### src/rtl/lmra_pkg.sv
// Shared types and constants for the lookahead min-reorder accumulator.
package lmra_pkg;

   localparam int unsigned VALUE_W     = 30;
   localparam int unsigned TOTAL_W     = 31;
   localparam int unsigned LOOKAHEAD_W = 6;

   // level is not added to once it reaches this; a larger emitted value still replaces it
   localparam logic [TOTAL_W-1:0] LEVEL_CAP = 31'd1000000000;

   // command broadcast to every cell of the sorted chain
   typedef enum logic [1:0] {
      OP_HOLD    = 2'd0,
      OP_INSERT  = 2'd1,
      OP_INS_EXT = 2'd2,
      OP_EXTRACT = 2'd3
   } cell_op_type;

   // what a cell shows its neighbors
   typedef struct packed {
      logic [VALUE_W-1:0] value;
      logic               valid;
      logic               ahead;  // broadcast value sorts ahead of this entry
   } cell_type;

   // beat from the chain to the accumulator stage
   typedef struct packed {
      logic               valid;
      logic [VALUE_W-1:0] value;
      logic               last;
   } emit_type;

endpackage

### src/rtl/lmra_cell.sv
// One cell of the sorted chain: holds one entry, talks to its two neighbors.
module lmra_cell (
   input  logic                              clock,
   input  logic                              reset,
   input  lmra_pkg::cell_op_type             op,
   input  logic [lmra_pkg::VALUE_W-1:0]      new_value,
   input  lmra_pkg::cell_type                prev_cell,
   input  lmra_pkg::cell_type                next_cell,
   output lmra_pkg::cell_type                this_cell
);

   logic [lmra_pkg::VALUE_W-1:0] value_ff, value_in;
   logic                         valid_ff, valid_in;
   logic                         ahead;

   assign ahead = valid_ff && (new_value < value_ff);

   always_comb begin
      value_in = value_ff;
      valid_in = valid_ff;
      unique case (op)
         lmra_pkg::OP_HOLD: begin
            value_in = value_ff;
         end
         lmra_pkg::OP_INSERT: begin
            // shift right past the new value, or take it
            if (prev_cell.ahead) begin
               value_in = prev_cell.value;
            end else if (ahead || !valid_ff) begin
               value_in = new_value;
            end
            valid_in = valid_ff | prev_cell.valid;
         end
         lmra_pkg::OP_INS_EXT: begin
            // insert and drop the head in one step: view shifted left by one
            if (!ahead) begin
               if (next_cell.ahead || !next_cell.valid) begin
                  value_in = new_value;
               end else begin
                  value_in = next_cell.value;
               end
            end
         end
         lmra_pkg::OP_EXTRACT: begin
            value_in = next_cell.value;
            valid_in = next_cell.valid;
         end
         default: begin
            value_in = value_ff;
         end
      endcase
   end

   always_ff @(posedge clock) begin
      value_ff <= value_in;
      if (reset) begin
         valid_ff <= 1'b0;
      end else begin
         valid_ff <= valid_in;
      end
   end

   assign this_cell.value = value_ff;
   assign this_cell.valid = valid_ff;
   assign this_cell.ahead = ahead;

endmodule

### config.mk
export PLATFORM = sky130hd
export DESIGN_NAME = lmra_cell
export DESIGN_NICKNAME = d
export VERILOG_FILES = /design/src/rtl/lmra_pkg.sv /design/src/rtl/lmra_cell.sv
export SDC_FILE = /design/constraint.sdc
export NUM_CORES = 1
export LEC_CHECK = 0
export BUFFER_PORTS_ARGS = -buffer_cell sky130_fd_sc_hd__buf_4
export CAP_MARGIN = 15
export CELL_PAD_IN_SITES_DETAIL_PLACEMENT = 1
export CELL_PAD_IN_SITES_GLOBAL_PLACEMENT = 1
export CORE_MARGIN = 4
export CORE_UTILIZATION = 33
export CTS_CLUSTER_SIZE = 8
export DETAILED_ROUTE_END_ITERATION = 10
export PLACE_DENSITY_LB_ADDON = 0.1
export SLEW_MARGIN = 0
export SYNTH_ARGS = -nofsm -noshare
export SYNTH_HDL_FRONTEND = slang
export SYNTH_SLANG_ARGS = --single-unit
### constraint.sdc
create_clock -name clock -period 3.6 [get_ports clock]
set_input_delay 0.36 -clock clock [delete_from_list [all_inputs] [get_ports clock]]
set_output_delay 0.36 -clock clock [all_outputs]
set_load 0.01 [all_outputs]
# After elaboration in Yosys (flattened, before gate mapping)
# Cells that the tools add are included.
# totals
reg_bits	31
latch_bits	0
mem_bits_rw	0
romBits	0
input_bits	98
wordCells	24
mem_count	0
# op_classes
add_sub_neg	0
n_mul	0
div	0
n_lt_le_gt_ge	1
n_eq_ne	5
shift	0
muxes	6
bitwise_logic	2
reduce_logical	8
# ops
cell	count
$mux 30	4
$pmux 30 s3	1
$lt 30x30->1	1
$eq 2x2->1 const B	2
$ne 3x3->1 const B	1
$reduce_and 3->1	1
$eq 2x1->1 const B	1
$logic_not 1->1	2
$logic_not 2->1	1
$logic_or 1x1->1	2
$ne 2x2->1 const B	1
$pmux 1 s2	1
$reduce_bool 2->1	1
$logic_and 1x1->1	1
$not 1->1	1
$or 1x1->1	1

# Longest topological paths before layout
# logic_depth
word_depth	6
depth_mapped	9
depth_no_buf	8

# Worst setup path after synthesis
# OpenSTA, ideal clock, no wires.
# synth_timing
path_type	flip-flop to flip-flop
start	register value_ff[2] in the netlist's numbering
end	register value_ff[0] in the netlist's numbering (enable)
setup_time_ns	0.375
t_arrival_ns	2.313
required_time_ns	3.225
slack_ns	0.913
stages_incl_launch_ff	9
path_buffers	0
synth_period_minus_slack_ns	2.687
path_cell_list	edfxtp_1 > inv_1 > ha_1 > a211o_1 > a31oi_1 > o221ai_1 > a221o_1 > a31oi_1 > o221a_2
# synth_via
elab_chain_cells	5
# synth_rtl
element	line	text
start, declared	lmra_cell.sv:12	logic [lmra_pkg::VALUE_W-1:0] value_ff, value_in;
start signal, assigned	lmra_cell.sv:55	value_ff <= value_in;
$lt 30x30->1 (*)	lmra_cell.sv:16	assign ahead = valid_ff && (new_value < value_ff);
$logic_and 1x1->1 (*)	lmra_cell.sv:16	
$logic_or 1x1->1	lmra_cell.sv:29	end else if (ahead || !valid_ff) begin
$ne 3x3->1 (no source line)	--	
$reduce_and 3->1 (no source line) (*)	--	
# Mark *: on every way between the ends. The rest lies on a longest branch, timed or not.
# A chain may end at the register's enable or synchronous reset.

# Worst setup path in the final report
# layout_timing
start	register value_ff[2] in the netlist's numbering
end	register value_ff[14] in the netlist's numbering (enable)
# Same word-level chain as after synthesis.

==> reports/results.txt <==
Setup Buffers After CTS - 0
Critical Path, Cell by Cell - inv_1 > ha_1 > a211o_1 > a31oi_1 > o221ai_1 > a221o_1 > a31oi_1 > o221a_2 > buf_12
FFs w/ async S/R, synth - 0%
DIE WIDTH - 97.2 um
Seq/Total Area, Yosys - 35.1%
Met3 Use GR - 4.67%
Cell Area, Synth - 0.00262 mm^2
Flop pwr share - 39.7%
Worst Hold Depth - 2
Pleak - 1.76 nW
Peak supply drop - 0.153 mV
Syn nets - 445
DRC Markers - 0
Hold WC Path Type - in2reg
Max frequency - 0.345 GHz
Fin. Hold Viols - 0
Worst-path maximum fanout - 16
Clock Power Share - 23.8%
Detailed placer's ending HPWL - 6640 um
Met2 Track Usage GR - 33.2%
Global route hottest layer - met2
Post-synth EDFFs - 30
Die area - 0.00944 mm^2
Most area-consuming cells after synthesis - edfxtp_1 34%, ha_1 14%, nand2_1 10%
CTS tree - built
Max-cap viol count - 0
Die height - 97.2 um
Pint - 0.827 mW
Post-cts sizing count - 0
Outcome - complete, no violations
Comb pwr share - 36.5%
Kind of critical path - reg2reg
Synth warn - 0
Dpl cell area - 0.00367 mm^2
I/O pin count - 130
Max Slew Vio Count - 0
Starting Density - 34.0%
M1 GR Usage - 22.6%
Mean Syn Cell Area - 8.25 um^2
First-pass GRT wire length - 14500 um
Initial antenna violation count - 0
GRT overflow - 0
Gp weighted congestion - 0.766
Longest Clk Path Bufs - 2
Worst Setup End Kind - flop
Row count - 32
Clk sinks - 31
Synth area leader - edfxtp_1
WP data required - 3.59 ns
Post-Syn Instances - 318
Cts hold-fix bufs - 0
Vias in the first global route - 2970
Vias after detailed routing - 2792
Share of post-route cells with drive strength above 1 - 32.3%
Post-DRT Antenna Nets - 0
Core Util, Final - 48.7%
Antenna diode count - 0
Sw Pwr - 0.378 mW
Drt pass-1 iters - 4
Largest net degree at the start of global routing - 66
Power density over the cells - 320 mW/mm^2
Post-route cell area - 0.00376 mm^2
Worst clock skew - 0.0106 ns
Most common cell after layout, fill and taps aside - buf_4
Clk slew on worst S/H paths - 0.07 ns
# H-tree levels - 2
Crit path max-delay cell type - o221a_2
RSZ-0062 raised after global routing - no
Syn-to-layout area delta - 43.4%
Port Buffer Count - 129
Placeable Area - 0.00773 mm^2
CP startpoint kind - flop
Tot GR Track Use - 18.7%
Final-stage net count - 562
Cell variety after synth - 29
Vias/cell - 5.19
Routed WL per cell - 16.2 um
Critical Path Max Stage Delay - 0.54 ns
Arr. time, crit path - 2.89 ns
Clk_lat worst skew - 0.29 ns
Net Sw Frac - 31.4%
Min Clock Period, post-route - 2.90 ns
Setup Viol. Count Final - 0
First DRT Iteration DRCs - 76
Tightest Pin Transition - 0.922 ns
R2R depth - 9
Top cell by count, worst path - a31oi_1
Slew headroom - 38.4%
Post-synth top flop - edfxtp_1
Pwr Total - 1.21 mW
Clock buffer count from CTS - 5
Period utilisation layout - 80.5%
Synth top area share - 34.3%
Root Buffer - clkbuf_8
Most frequent cells in the layout - 130 x buf_4, 70 x nand2_1, 32 x a31oi_1
Sum Neg Setup Slack - 0 ns
Final Hold Slack - 0.238 ns
Routed wire length - 8740 um
Flops & latches, synth - 31
power by group through the flow:
| stage | clock network [mW] | registers [mW] | logic [mW] |
|---|---|---|---|
| 2_1_floorplan | 0 | 0.502 | 0.201 |
| 3_3_place_gp | 0 | 0.486 | 0.433 |
| 3_5_place_dp | 0 | 0.487 | 0.447 |
| 4_1_cts | 0.298 | 0.479 | 0.450 |
| 5_1_grt | 0.314 | 0.485 | 0.498 |
| 6_report | 0.287 | 0.478 | 0.440 |
Yosys cell counts (3+ instances only):
cell type / instances
a211oi_1: 29
a21oi_1: 15
a31oi_1: 32
clkbuf_1: 17
edfxtp_1: 30
ha_1: 29
inv_1: 31
nand2_1: 70
nand4_1: 3
nor2_1: 6
nor2b_1: 29
o21ai_0: 5
logic make-up after synthesis:
| kind of cell | synth area share [%] |
|---|---|
| AO/OA/AOI/OAI | 23.2 |
| adder cells (fa/ha/maj) | 13.8 |
| buffers and inverters | 7.73 |
| flip-flops | 35.1 |
| AND/OR/NAND/NOR | 20.2 |
flip-flops by register name, indices dropped and copies added, names as in the netlist:
| name | count |
|---|---|
| value_ff | 30 |
| valid_ff | 1 |
through the flow:
stage | worst slack [ns] | std cells
CTS | 0.663 | 538
global placement | 0.637 | 530
global route | 0.348 | 538
detailed placement | 0.582 | 530
floorplan | 0.913 | 318
finish | 0.701 | 538
worst max-delay path: cells and delay by family, from the launching register on:
| kind | cells | cell delay [ns] |
|---|---|---|
| DFF | 1 | 0.39 |
| AOI/OAI and AO/OA | 6 | 1.69 |
| adders and majority gates | 1 | 0.23 |
| buffers and inverters | 2 | 0.29 |
final timing paths:
check                                  from            to  slack [ns]
worst min-delay path                  reset      valid_ff        0.24
worst max register to register  value_ff[2]  value_ff[14]        0.70
worst min register to register     valid_ff      valid_ff        0.55
worst max-delay path            value_ff[2]  value_ff[14]        0.70
layout make-up:
| cell class | count | area, um^2 |
|---|---|---|
| flip-flops and latches | 31 | 921 |
| multi-input cells | 235 | 1510 |
| repair buffers | 131 | 996 |
| inverters | 31 | 116 |
| clock buffers | 7 | 86.3 |
| fillers | 944 | 3960 |
| well taps | 102 | 128 |
| clock inverters | 1 | 5.00 |
routing by layer:
metal	up-vias	wire length [um]
li1	1375	-
met3	7	509
met2	75	4420
met5	-	0
met1	1335	3720
met4	0	86
(Power assumes the default switching activity.)
