===== src/rtl/lmra_pkg.sv =====
// Shared types and constants for the lookahead min-reorder accumulator.
package lmra_pkg;

   localparam int unsigned VALUE_W     = 30;
   localparam int unsigned TOTAL_W     = 31;
   localparam int unsigned LOOKAHEAD_W = 6;

   // level is not added to once it reaches this; a larger emitted value still replaces it
   localparam logic [TOTAL_W-1:0] LEVEL_CAP = 31'd1000000000;

   // command broadcast to every cell of the sorted chain
   typedef enum logic [1:0] {
      OP_HOLD    = 2'd0,
      OP_INSERT  = 2'd1,
      OP_INS_EXT = 2'd2,
      OP_EXTRACT = 2'd3
   } cell_op_type;

   // what a cell shows its neighbors
   typedef struct packed {
      logic [VALUE_W-1:0] value;
      logic               valid;
      logic               ahead;  // broadcast value sorts ahead of this entry
   } cell_type;

   // beat from the chain to the accumulator stage
   typedef struct packed {
      logic               valid;
      logic [VALUE_W-1:0] value;
      logic               last;
   } emit_type;

endpackage


===== src/rtl/lmra_accum.sv =====
// Level / needed-total update per emitted value, with the result register.
module lmra_accum (
   input  logic                              clock,
   input  logic                              reset,
   input  lmra_pkg::emit_type                emit_beat,
   output logic                              emit_ready,
   output logic                              out_valid,
   input  logic                              out_ready,
   output logic [lmra_pkg::VALUE_W-1:0]      out_min_value,
   output logic [lmra_pkg::TOTAL_W-1:0]      out_needed_total,
   output logic                              out_last
);

   logic [lmra_pkg::TOTAL_W-1:0] level_ff, level_in;
   logic [lmra_pkg::TOTAL_W-1:0] needed_ff, needed_in;
   logic                         out_valid_ff, out_valid_in;
   logic [lmra_pkg::VALUE_W-1:0] out_value_ff;
   logic [lmra_pkg::TOTAL_W-1:0] out_total_ff;
   logic                         out_last_ff;

   logic [lmra_pkg::TOTAL_W-1:0] e_wide;
   logic                         level_below;
   logic [lmra_pkg::TOTAL_W-1:0] total_next;
   logic [lmra_pkg::TOTAL_W-1:0] level_next;
   logic                         take;

   assign emit_ready = !out_valid_ff || out_ready;
   assign take       = emit_beat.valid && emit_ready;
   assign e_wide     = {1'b0, emit_beat.value};
   assign level_below = level_ff < e_wide;

   // both branches computed side by side, then selected
   always_comb begin
      if (level_below) begin
         total_next = needed_ff + e_wide - level_ff;
         level_next = (e_wide < lmra_pkg::LEVEL_CAP) ? (e_wide + e_wide) : e_wide;
      end else begin
         total_next = needed_ff;
         level_next = (level_ff < lmra_pkg::LEVEL_CAP) ? (level_ff + e_wide) : level_ff;
      end
   end

   always_comb begin
      level_in     = level_ff;
      needed_in    = needed_ff;
      out_valid_in = out_valid_ff;
      if (out_valid_ff && out_ready) begin
         out_valid_in = 1'b0;
      end
      if (take) begin
         out_valid_in = 1'b1;
         if (emit_beat.last) begin
            level_in  = '0;   // new stream starts clean
            needed_in = '0;
         end else begin
            level_in  = level_next;
            needed_in = total_next;
         end
      end
   end

   always_ff @(posedge clock) begin
      if (take) begin
         out_value_ff <= emit_beat.value;
         out_total_ff <= total_next;
         out_last_ff  <= emit_beat.last;
      end
      if (reset) begin
         level_ff     <= '0;
         needed_ff    <= '0;
         out_valid_ff <= 1'b0;
      end else begin
         level_ff     <= level_in;
         needed_ff    <= needed_in;
         out_valid_ff <= out_valid_in;
      end
   end

   assign out_valid        = out_valid_ff;
   assign out_min_value    = out_value_ff;
   assign out_needed_total = out_total_ff;
   assign out_last         = out_last_ff;

endmodule


===== config.mk =====
export PLATFORM = sky130hd
export DESIGN_NAME = lmra_accum
export DESIGN_NICKNAME = d
export VERILOG_FILES = /design/src/rtl/lmra_pkg.sv /design/src/rtl/lmra_accum.sv
export SDC_FILE = /design/constraint.sdc
export NUM_CORES = 1
export LEC_CHECK = 0
export ABC_AREA = 1
export BUFFER_PORTS_ARGS = -buffer_cell sky130_fd_sc_hd__buf_2
export CELL_PAD_IN_SITES_DETAIL_PLACEMENT = 0
export CELL_PAD_IN_SITES_GLOBAL_PLACEMENT = 2
export CORE_ASPECT_RATIO = 1.1
export CORE_MARGIN = 5
export CORE_UTILIZATION = 36
export CTS_CLUSTER_SIZE = 12
export DETAILED_ROUTE_END_ITERATION = 8
export PLACE_DENSITY = 0.84
export SYNTH_ARGS = -nofsm -noshare
export SYNTH_HDL_FRONTEND = slang
export SYNTH_SLANG_ARGS = --single-unit

===== constraint.sdc =====
create_clock -name clock -period 3.7 [get_ports clock]
set_input_delay 0.37 -clock clock [delete_from_list [all_inputs] [get_ports clock]]
set_output_delay 0.37 -clock clock [all_outputs]
set_load 0.02 [all_outputs]

# Word-level counts from Yosys, hierarchy flattened
# Cells that the tools add are included.
# totals
output_inout_bits	64
reg_bits	125
wordCells	28
# op_classes
reduce_logical	7
n_addsub	4
muxes	8
magnitude_cmp	3
# op_table
cell	count
$mux 31	6
$add 31x30->31	2
$add 30x30->31	1
$lt 31x30->1	1
$lt 31x30->1 const B	1
$sub 31x31->31	1
$lt 30x30->1 const B	1
$reduce_bool 3->1	1
$logic_and 1x1->1	2
$mux 1	2
$reduce_and 2->1	1
$reduce_bool 2->1	1
$logic_not 1->1	1
$logic_or 1x1->1	1

# Logic depth before layout (Yosys ltp)
# Gate-level depths: netlist of run 1.
# depth
ltp_word	4
mapped_depth	18
depth_no_buf	18

# Least setup slack after synthesis of run 1
# Ideal clock, no wire load.
# synth_timing
path_type	flip-flop to flip-flop
startpoint	register out_valid_ff (netlist: out_valid)
endpoint	register level_ff[13] in the netlist's numbering
setup_ps	132
t_arrival_ps	2622
required_time_ps	3568
n_path_buf	2
path_stages_with_launch	9
path_slack_ps	946
path_cell_list	dfxtp_1 > nand2_1 > nand2_1 > inv_1 > nand2_2 > buf_6 > buf_6 > nand2_1 > a21oi_1
# synth_between
elab_chain_len	4
# synth_lines
element	line_no	rtl
start, declared	lmra_accum.sv:16	logic out_valid_ff, out_valid_in;
start signal, assigned	lmra_accum.sv:75	out_valid_ff <= out_valid_in;
$logic_not 1->1	lmra_accum.sv:27	assign emit_ready = !out_valid_ff || out_ready;
$logic_or 1x1->1	lmra_accum.sv:27	
net emit_ready	lmra_accum.sv:6	output logic emit_ready,
$logic_and 1x1->1	lmra_accum.sv:28	assign take = emit_beat.valid && emit_ready;
$reduce_and 2->1 (no source line)	n/a	
end signal, assigned	lmra_accum.sv:73	level_ff <= level_in;
end, declared	lmra_accum.sv:14	logic [lmra_pkg::TOTAL_W-1:0] level_ff, level_in;
# The timed path passes the listed nets, and every way through them passes these cells.
# A chain may end at the register's enable or synchronous reset.

# Final worst setup path of run 1
# layout_timing
startpoint	register needed_ff[21] in the netlist's numbering
endpoint	register out_total_ff, in the netlist out_needed_total[29], data pin
# layout_between
elab_chain_len	3
# layout_lines
element	line_no	rtl
start, declared	lmra_accum.sv:15	logic [lmra_pkg::TOTAL_W-1:0] needed_ff, needed_in;
start signal, assigned	lmra_accum.sv:74	needed_ff <= needed_in;
$add 31x30->31	lmra_accum.sv:35	total_next = needed_ff + e_wide - level_ff;
$sub 31x31->31	lmra_accum.sv:35	
$mux 31	lmra_accum.sv:34	if (level_below) begin
net total_next, one bit	lmra_accum.sv:23	logic [lmra_pkg::TOTAL_W-1:0] total_next;
end signal, assigned	lmra_accum.sv:65	out_total_ff <= total_next;
end, declared	lmra_accum.sv:18	logic [lmra_pkg::TOTAL_W-1:0] out_total_ff;
# The timed path passes the listed nets, and every way through them passes these cells.

==> results of run 1 <==
-- cell families (layout without fill, tap and decap cells) --
family	Yosys count	count (layout)
XOR/XNOR	27	27
flip-flops	125	125
buffers and inverters	443	548
adder cells (fa/ha/maj)	122	122
AND/OR/NAND/NOR	1001	1001
AO/OA/AOI/OAI	171	171
-- synthesized netlist by cell type (all sizes together), types with 19 or more instances --
cell type and instances:
o21ai 52, inv 406, nand3 119, a21oi 107, buf 19, nand2 707, edfxtp 62, fa 31
nor2 116, dfxtp 63, nor3 20, ha 91
-- registers in the layout, summed over array words and instances, names as in the netlist --
signal and count:
out_valid 1, needed_ff 31, out_needed_total 31, out_min_value 30
out_last 1, level_ff 31
-- power by group through the flow --
stage	combinational (mW)	sequential [mW]	clock, mW
5_1_grt	3.34	1.85	1.84
2_1_floorplan	1.94	1.99	0
4_1_cts	2.98	1.83	1.77
3_5_place_dp	2.97	1.86	0
6_report	2.94	1.83	1.74
3_3_place_gp	2.96	1.86	0
-- worst max path at each step --
stage                       start                   end  slack [ns]  cells past startpoint
floorplan               out_valid          level_ff[13]        0.95                      8
global placement    emit_beat[22]  out_needed_total[29]        0.32                     14
detailed placement  emit_beat[22]  out_needed_total[29]        0.35                     14
CTS                 needed_ff[21]  out_needed_total[29]        0.62                     13
global route        needed_ff[21]  out_needed_total[29]        0.39                     13
finish              needed_ff[21]  out_needed_total[29]        0.59                     13
-- cell type report --
| cell class | count | area [um2] | area share (%) |
|---|---|---|---|
| clock buffer | 18 | 429 | 3.23 |
| clock inverter | 14 | 145 | 1.09 |
| inverter | 406 | 1530 | 11.5 |
| multi-input combinational | 1321 | 6940 | 52.2 |
| sequential | 125 | 3120 | 23.5 |
| tap | 426 | 533 | 4.01 |
| timing repair buffer | 110 | 593 | 4.46 |
-- per-stage QoR --
step / worst slack [ns] / power (mW)
final: 0.589 / 6.51
after global routing: 0.393 / 7.02
after CTS: 0.619 / 6.59
after global placement: 0.316 / 4.82
after detailed placement: 0.347 / 4.83
after floorplan: 0.946 / 3.93
-- layer usage --
layer | vias to the layer above | part of all wire (%) | routed length (um)
met3 | 39 | 3.7 | 1480
met1 | 5129 | 46 | 18200
met5 | - | 0 | 0
met2 | 244 | 49 | 19500
li1 | 5937 | - | -
met4 | 0 | 2.2 | 883
-- worst max-delay path: stages (launching register included) --
cell,delay (ns)
dfxtp_1,0.32
inv_1,0.10
fa_1,0.49
inv_1,0.04
ha_1,0.41
nand2_1,0.14
nor2_1,0.15
inv_1,0.12
nor3_1,0.39
and2_1,0.19
nand2_1,0.13
nand3_1,0.11
nand3_1,0.10
and2_1,0.19
==> flow_summary.toml, run 1 <==
[min_path]
min_from = "emit_beat[4]"
worstHoldPathCells = 1
hold_class = "in2reg"
holdPathEnd = "out_min_value[3]"

[yosys]
synth_top_family_by_area = "simple AND/OR/NAND/NOR gates"
yosys_warnings = 0
synth_compound_area_share_pct = 7.52
ys.flop_type = "dfxtp_1"
yosysSeqAreaShare_pct = 26.6
synth_edf_count = 62
syn_nets = 2046
synth_cells = 1889
synthArstFlopShare_pct = 0
ys_ff_latch = 125
synthAdderAreaFrac_pct = 15.0
yosys.area_share.simple_pct = 34.4
synth_top_area_cell = "nand2_1"
synth.area.mux_share_pct = 0
synth.area.top_cells = "nand2_1 (22%), edfxtp_1 (16%), inv_1 (13%), dfxtp_1 (11%), ha_1 (9.7%)"
synth_top_area_share_pct = 22.5
synth_xor_area_share_pct = 2.01
syn_area_mm2 = 0.0118
syn_area_per_cell_um2 = 6.23
synthDistinctLibCells = 32

[clocking]
cts_resized = 0
clkTransAtPathRegs_ns = 0.06
cts_setup_buffers = 0
ctsHoldBuffers = 0
clock_latency_ns = 0.44
cts_made_buffers = 17
clock_path_buffers = 2
cts_tree = "done"
htreeDepth = 4
cts-root-buf = "clkbuf_16"
clock-sinks = 125

[sta]
max_freq_mhz = 321
tns_ns = 0
fin_crit_sh_pct = 84.1
hold_ws_ns = 0.166
hold_viol_final = 0
min_period_ns = 3.11
tightestPinTransition_ns = 0.841
slew_headroom_pct = 43.9
setup-violations-final = 0
fin_skew_ns = 0.0147
rsz0062_at_grt = "false"
slew_violations = 0

[drt]
routedWlPerCell_um = 16.6
first_pass_iters = 5
drt_iter0_markers = 664
viasPerCell = 4.69
drc = 0
totalWireLength_um = 40100
drtAntennaViolNets = 0
vias = 11349

[critical_path]
critical_path_class = "reg2reg"
ff2ff_setup_slack_ns = 0.59
worst-path-max-fanout = 5
reg2reg_from = "needed_ff[21]"
worstPathArrival_ns = 3.30
worst_setup_path_end_kind = "flip-flop"
rr_worst_depth = 13
cp-start-kind = "flip-flop"
r2r-end = "out_needed_total[29]"
crit_required_ns = 3.89

[global_route]
grt.total_usage_pct = 21.8
gr-usage-met3_pct = 2.22
grt_pass1_vias = 10753
met2_usage_pct = 39.3
antenna_found_initial = 0
busiest_layer = "met2"
grt_max_degree = 56
overflow = 0
grt_pass1_wl_um = 61100
grt_use_met1_pct = 27.8

[floorplanning]
die_w_um = 182
io-pin-count = 99
start_util_pct = 36.4
coreArea_mm2 = 0.0323
die_area_mm2 = 0.0364
die_y_um = 200
num_rows = 69

[pwr]
p_int_mw = 3.66
powerDensity_mw_per_mm2 = 490
power.leakage_nw = 7.12
comb_power_share_pct = 45.2
p_sw_mw = 2.85
ir_worst_vdd_uv = 331
switching_share_pct = 43.8
pwr-share-clk_pct = 26.7
p_seq_share_pct = 28.1

[finish]
fillers = 3601
drive_gt1_share_pct = 7.52
nNetsFinal = 2138
diodes = 0
final_cells = 2420
postLayoutCellArea_mm2 = 0.0133
area_growth_pct = 13.0
final_common_cell = "nand2_1"
layout_common_cells = "nand2_1 (705), inv_1 (402), nand3_1 (118)"
final_util_pct = 41.2

[run]
drv_cap = 0

[placed_design]
numPortBuffers = 98
dpl.hpwl_um = 32000
dp_cells = 2388
placed_cell_area_mm2 = 0.0127
place.gp.congestion = 0.891

[outcome]
status = "completed"
No activity file was read; power rests on OpenSTA's default activity.
==> run 2, diff against run 1 <==
--- a/config.mk
+++ b/config.mk
@@ -5,16 +5,16 @@
 export SDC_FILE = /design/constraint.sdc
 export NUM_CORES = 1
 export LEC_CHECK = 0
-export ABC_AREA = 1
+export ABC_AREA = 0
 export BUFFER_PORTS_ARGS = -buffer_cell sky130_fd_sc_hd__buf_2
 export CELL_PAD_IN_SITES_DETAIL_PLACEMENT = 0
 export CELL_PAD_IN_SITES_GLOBAL_PLACEMENT = 2
 export CORE_ASPECT_RATIO = 1.1
 export CORE_MARGIN = 5
-export CORE_UTILIZATION = 36
+export CORE_UTILIZATION = 34
 export CTS_CLUSTER_SIZE = 12
 export DETAILED_ROUTE_END_ITERATION = 8
-export PLACE_DENSITY = 0.84
+export PLACE_DENSITY = 0.75
 export SYNTH_ARGS = -nofsm -noshare
 export SYNTH_HDL_FRONTEND = slang
 export SYNTH_SLANG_ARGS = --single-unit
==> constraint.sdc (replaced) <==
create_clock -name clock -period 2.8 [get_ports clock]
set_input_delay 0.28 -clock clock [delete_from_list [all_inputs] [get_ports clock]]
set_output_delay 0.28 -clock clock [all_outputs]
set_load 0.02 [all_outputs]
==> flow_summary.toml, run 2 <==
[outcome]
violations = "setup timing"
status = "complete, but fails checks"

[critical_path]
critical_path_class = "reg2reg"
ff2ff_setup_slack_ns = -0.68
worst-path-max-fanout = 3
worstPathArrival_ns = 3.67
crit_required_ns = 2.99
rr_worst_depth = 13
worst_setup_path_end_kind = "flip-flop"
cp-start-kind = "flip-flop"
reg2reg_from = "needed_ff[6]"
r2r-end = "out_needed_total[25]"

[floorplanning]
die_w_um = 171
coreArea_mm2 = 0.0279
num_rows = 64
io-pin-count = 99
die_area_mm2 = 0.0319
start_util_pct = 34.6
die_y_um = 187

[clocking]
cts_made_buffers = 17
clock-sinks = 125
htreeDepth = 4
clock_path_buffers = 2
clkTransAtPathRegs_ns = 0.06
cts_tree = "done"
clock_latency_ns = 0.44
cts-root-buf = "clkbuf_16"
ctsHoldBuffers = 0

[sta]
hold_viol_final = 0
fin_crit_sh_pct = 124
tns_ns = -16.21
min_period_ns = 3.48
slew_headroom_pct = 13.0
fin_skew_ns = 0.0115
setup-violations-final = 56
max_freq_mhz = 287
tightestPinTransition_ns = 1.30
rsz0062_at_grt = "true"
timing.final.ws_setup_ns = -0.684
slew_violations = 0

[placed_design]
numPortBuffers = 98
dpl.hpwl_um = 25000
placed_cell_area_mm2 = 0.0127
place.gp.congestion = 0.869

[pwr]
powerDensity_mw_per_mm2 = 664
pwr-share-clk_pct = 22.1
switching_share_pct = 37.8
p_sw_mw = 3.69
power.leakage_nw = 6.80
p_int_mw = 6.07
power_mw = 9.77
comb_power_share_pct = 52.6
ir_worst_vdd_uv = 455
p_seq_share_pct = 25.2

[yosys]
synth_cells = 1070
yosys_warnings = 0
synth.area.top_cells = "edfxtp_1 (19%), dfxtp_1 (13%), ha_1 (12%), fa_1 (6.4%), inv_1 (6.1%)"
syn_nets = 1227
syn_area_mm2 = 0.00966
post-synth-top-count-cell = "inv_1"
synthDistinctLibCells = 81
synthArstFlopShare_pct = 0
synth_top_area_share_pct = 19.3
yosysSeqAreaShare_pct = 32.3
synth_top_area_cell = "edfxtp_1"
ys.flop_type = "dfxtp_1"
ys_ff_latch = 125
syn_area_per_cell_um2 = 9.03
synth_common_cells = "inv_1 (157), ha_1 (91), nand2_1 (77), a21oi_1 (73), o21ai_0 (73)"
synth_edf_count = 62

[global_route]
overflow = 0
grt_max_degree = 63
grt.total_usage_pct = 20.8
antenna_found_initial = 0
grt_pass1_vias = 9598
grt_pass1_wl_um = 51600

[finish]
nNetsFinal = 1624
drive_gt1_share_pct = 42.4
final_common_cell = "buf_4"
postLayoutCellArea_mm2 = 0.0147
diodes = 0
final_util_pct = 52.6
area_growth_pct = 52.2
layout_common_cells = "buf_4 (273), inv_1 (150), buf_2 (98)"

[drt]
viasPerCell = 5.02
drtAntennaViolNets = 0
totalWireLength_um = 33900
routedWlPerCell_um = 18.4
vias = 9244
drc = 0
first_pass_iters = 5
drt_iter0_markers = 476

[run]
drv_cap = 0

[min_path]
min_from = "emit_beat[31]"
holdPathEnd = "out_valid"
hold_class = "in2reg"
worstHoldPathCells = 3
-- run 2: worst max-delay path: stages (launching register included) --
cell and delay [ns]:
dfxtp_2 0.32, inv_1 0.06, fa_1 0.48, inv_1 0.04, ha_1 0.29, a2111o_1 0.41, a21oi_4 0.14, o31a_4 0.16
o21ai_2 0.06, a221o_2 0.40, a311oi_4 0.31, o21bai_1 0.12, xor2_1 0.18, mux2_4 0.26
-- run 2: logic make-up after synthesis --
kind of cell	after synthesis	synth area share, %
compound gates	327	23.8
xor+xnor	59	5.35
fa+ha+maj	122	18.2
buf+inv	194	7.90
flops	125	32.3
mux	8	0.997
simple gates	235	11.4
-- run 2: layer usage --
| layer | global-route usage [%] | share of wire (%) | routed length, um | vias up |
|---|---|---|---|---|
| li1 | - | - | - | 4556 |
| met5 | 0 | 0 | 0 | - |
| met2 | 39.0 | 53 | 17900 | 176 |
| met1 | 23.5 | 41 | 13900 | 4452 |
| met4 | 7.43 | 3.3 | 1130 | 0 |
| met3 | 3.17 | 3.1 | 1050 | 60 |
-- run 2: power groups by stage --
stage / Sequential, mW / Combinational (mW) / Clock [mW]
2_1_floorplan: 2.75 / 2.33 / 0
4_1_cts: 2.47 / 4.66 / 2.21
3_5_place_dp: 2.50 / 4.31 / 0
6_report: 2.46 / 5.14 / 2.16
3_3_place_gp: 2.50 / 4.27 / 0
5_1_grt: 2.49 / 5.62 / 2.29
-- run 2: how the worst max path moves through the flow --
stage | start | end | cells past startpoint
floorplan | emit_beat[2] | out_needed_total[29] | 14
global route | needed_ff[5] | out_needed_total[25] | 13
finish | needed_ff[6] | out_needed_total[25] | 13
CTS | needed_ff[1] | out_needed_total[25] | 14
detailed placement | emit_beat[7] | out_needed_total[25] | 14
global placement | emit_beat[7] | out_needed_total[25] | 14
-- run 2: final cells by class --
| type | instances | area (um2) |
|---|---|---|
| fill | 2659 | 13200 |
| multi-input combinational | 751 | 6780 |
| timing repair buffer | 415 | 3180 |
| sequential | 125 | 3150 |
| inverter | 157 | 596 |
| tap | 363 | 454 |
| clock buffer | 19 | 433 |
| clock inverter | 13 | 116 |
-- run 2: timing repair --
| item | 4_1_cts | 5_1_grt |
|---|---|---|
| gates resized for setup | 119 | 128 |
| cloned | 1 | 3 |
| setup buffers | 20 | 31 |
| pin swaps | 90 | 90 |
| setup endpoints to repair | 93 | 91 |
-- run 2: stage by stage --
step,hold slack (ns),std cells,setup slack (ns)
after floorplan,0.379,1070,-0.699
after global placement,0.457,1770,-0.904
after detailed placement,0.455,1770,-0.938
after CTS,0.0719,1820,-0.758
after global routing,0.113,1843,-0.829
final,0.0865,1843,-0.684
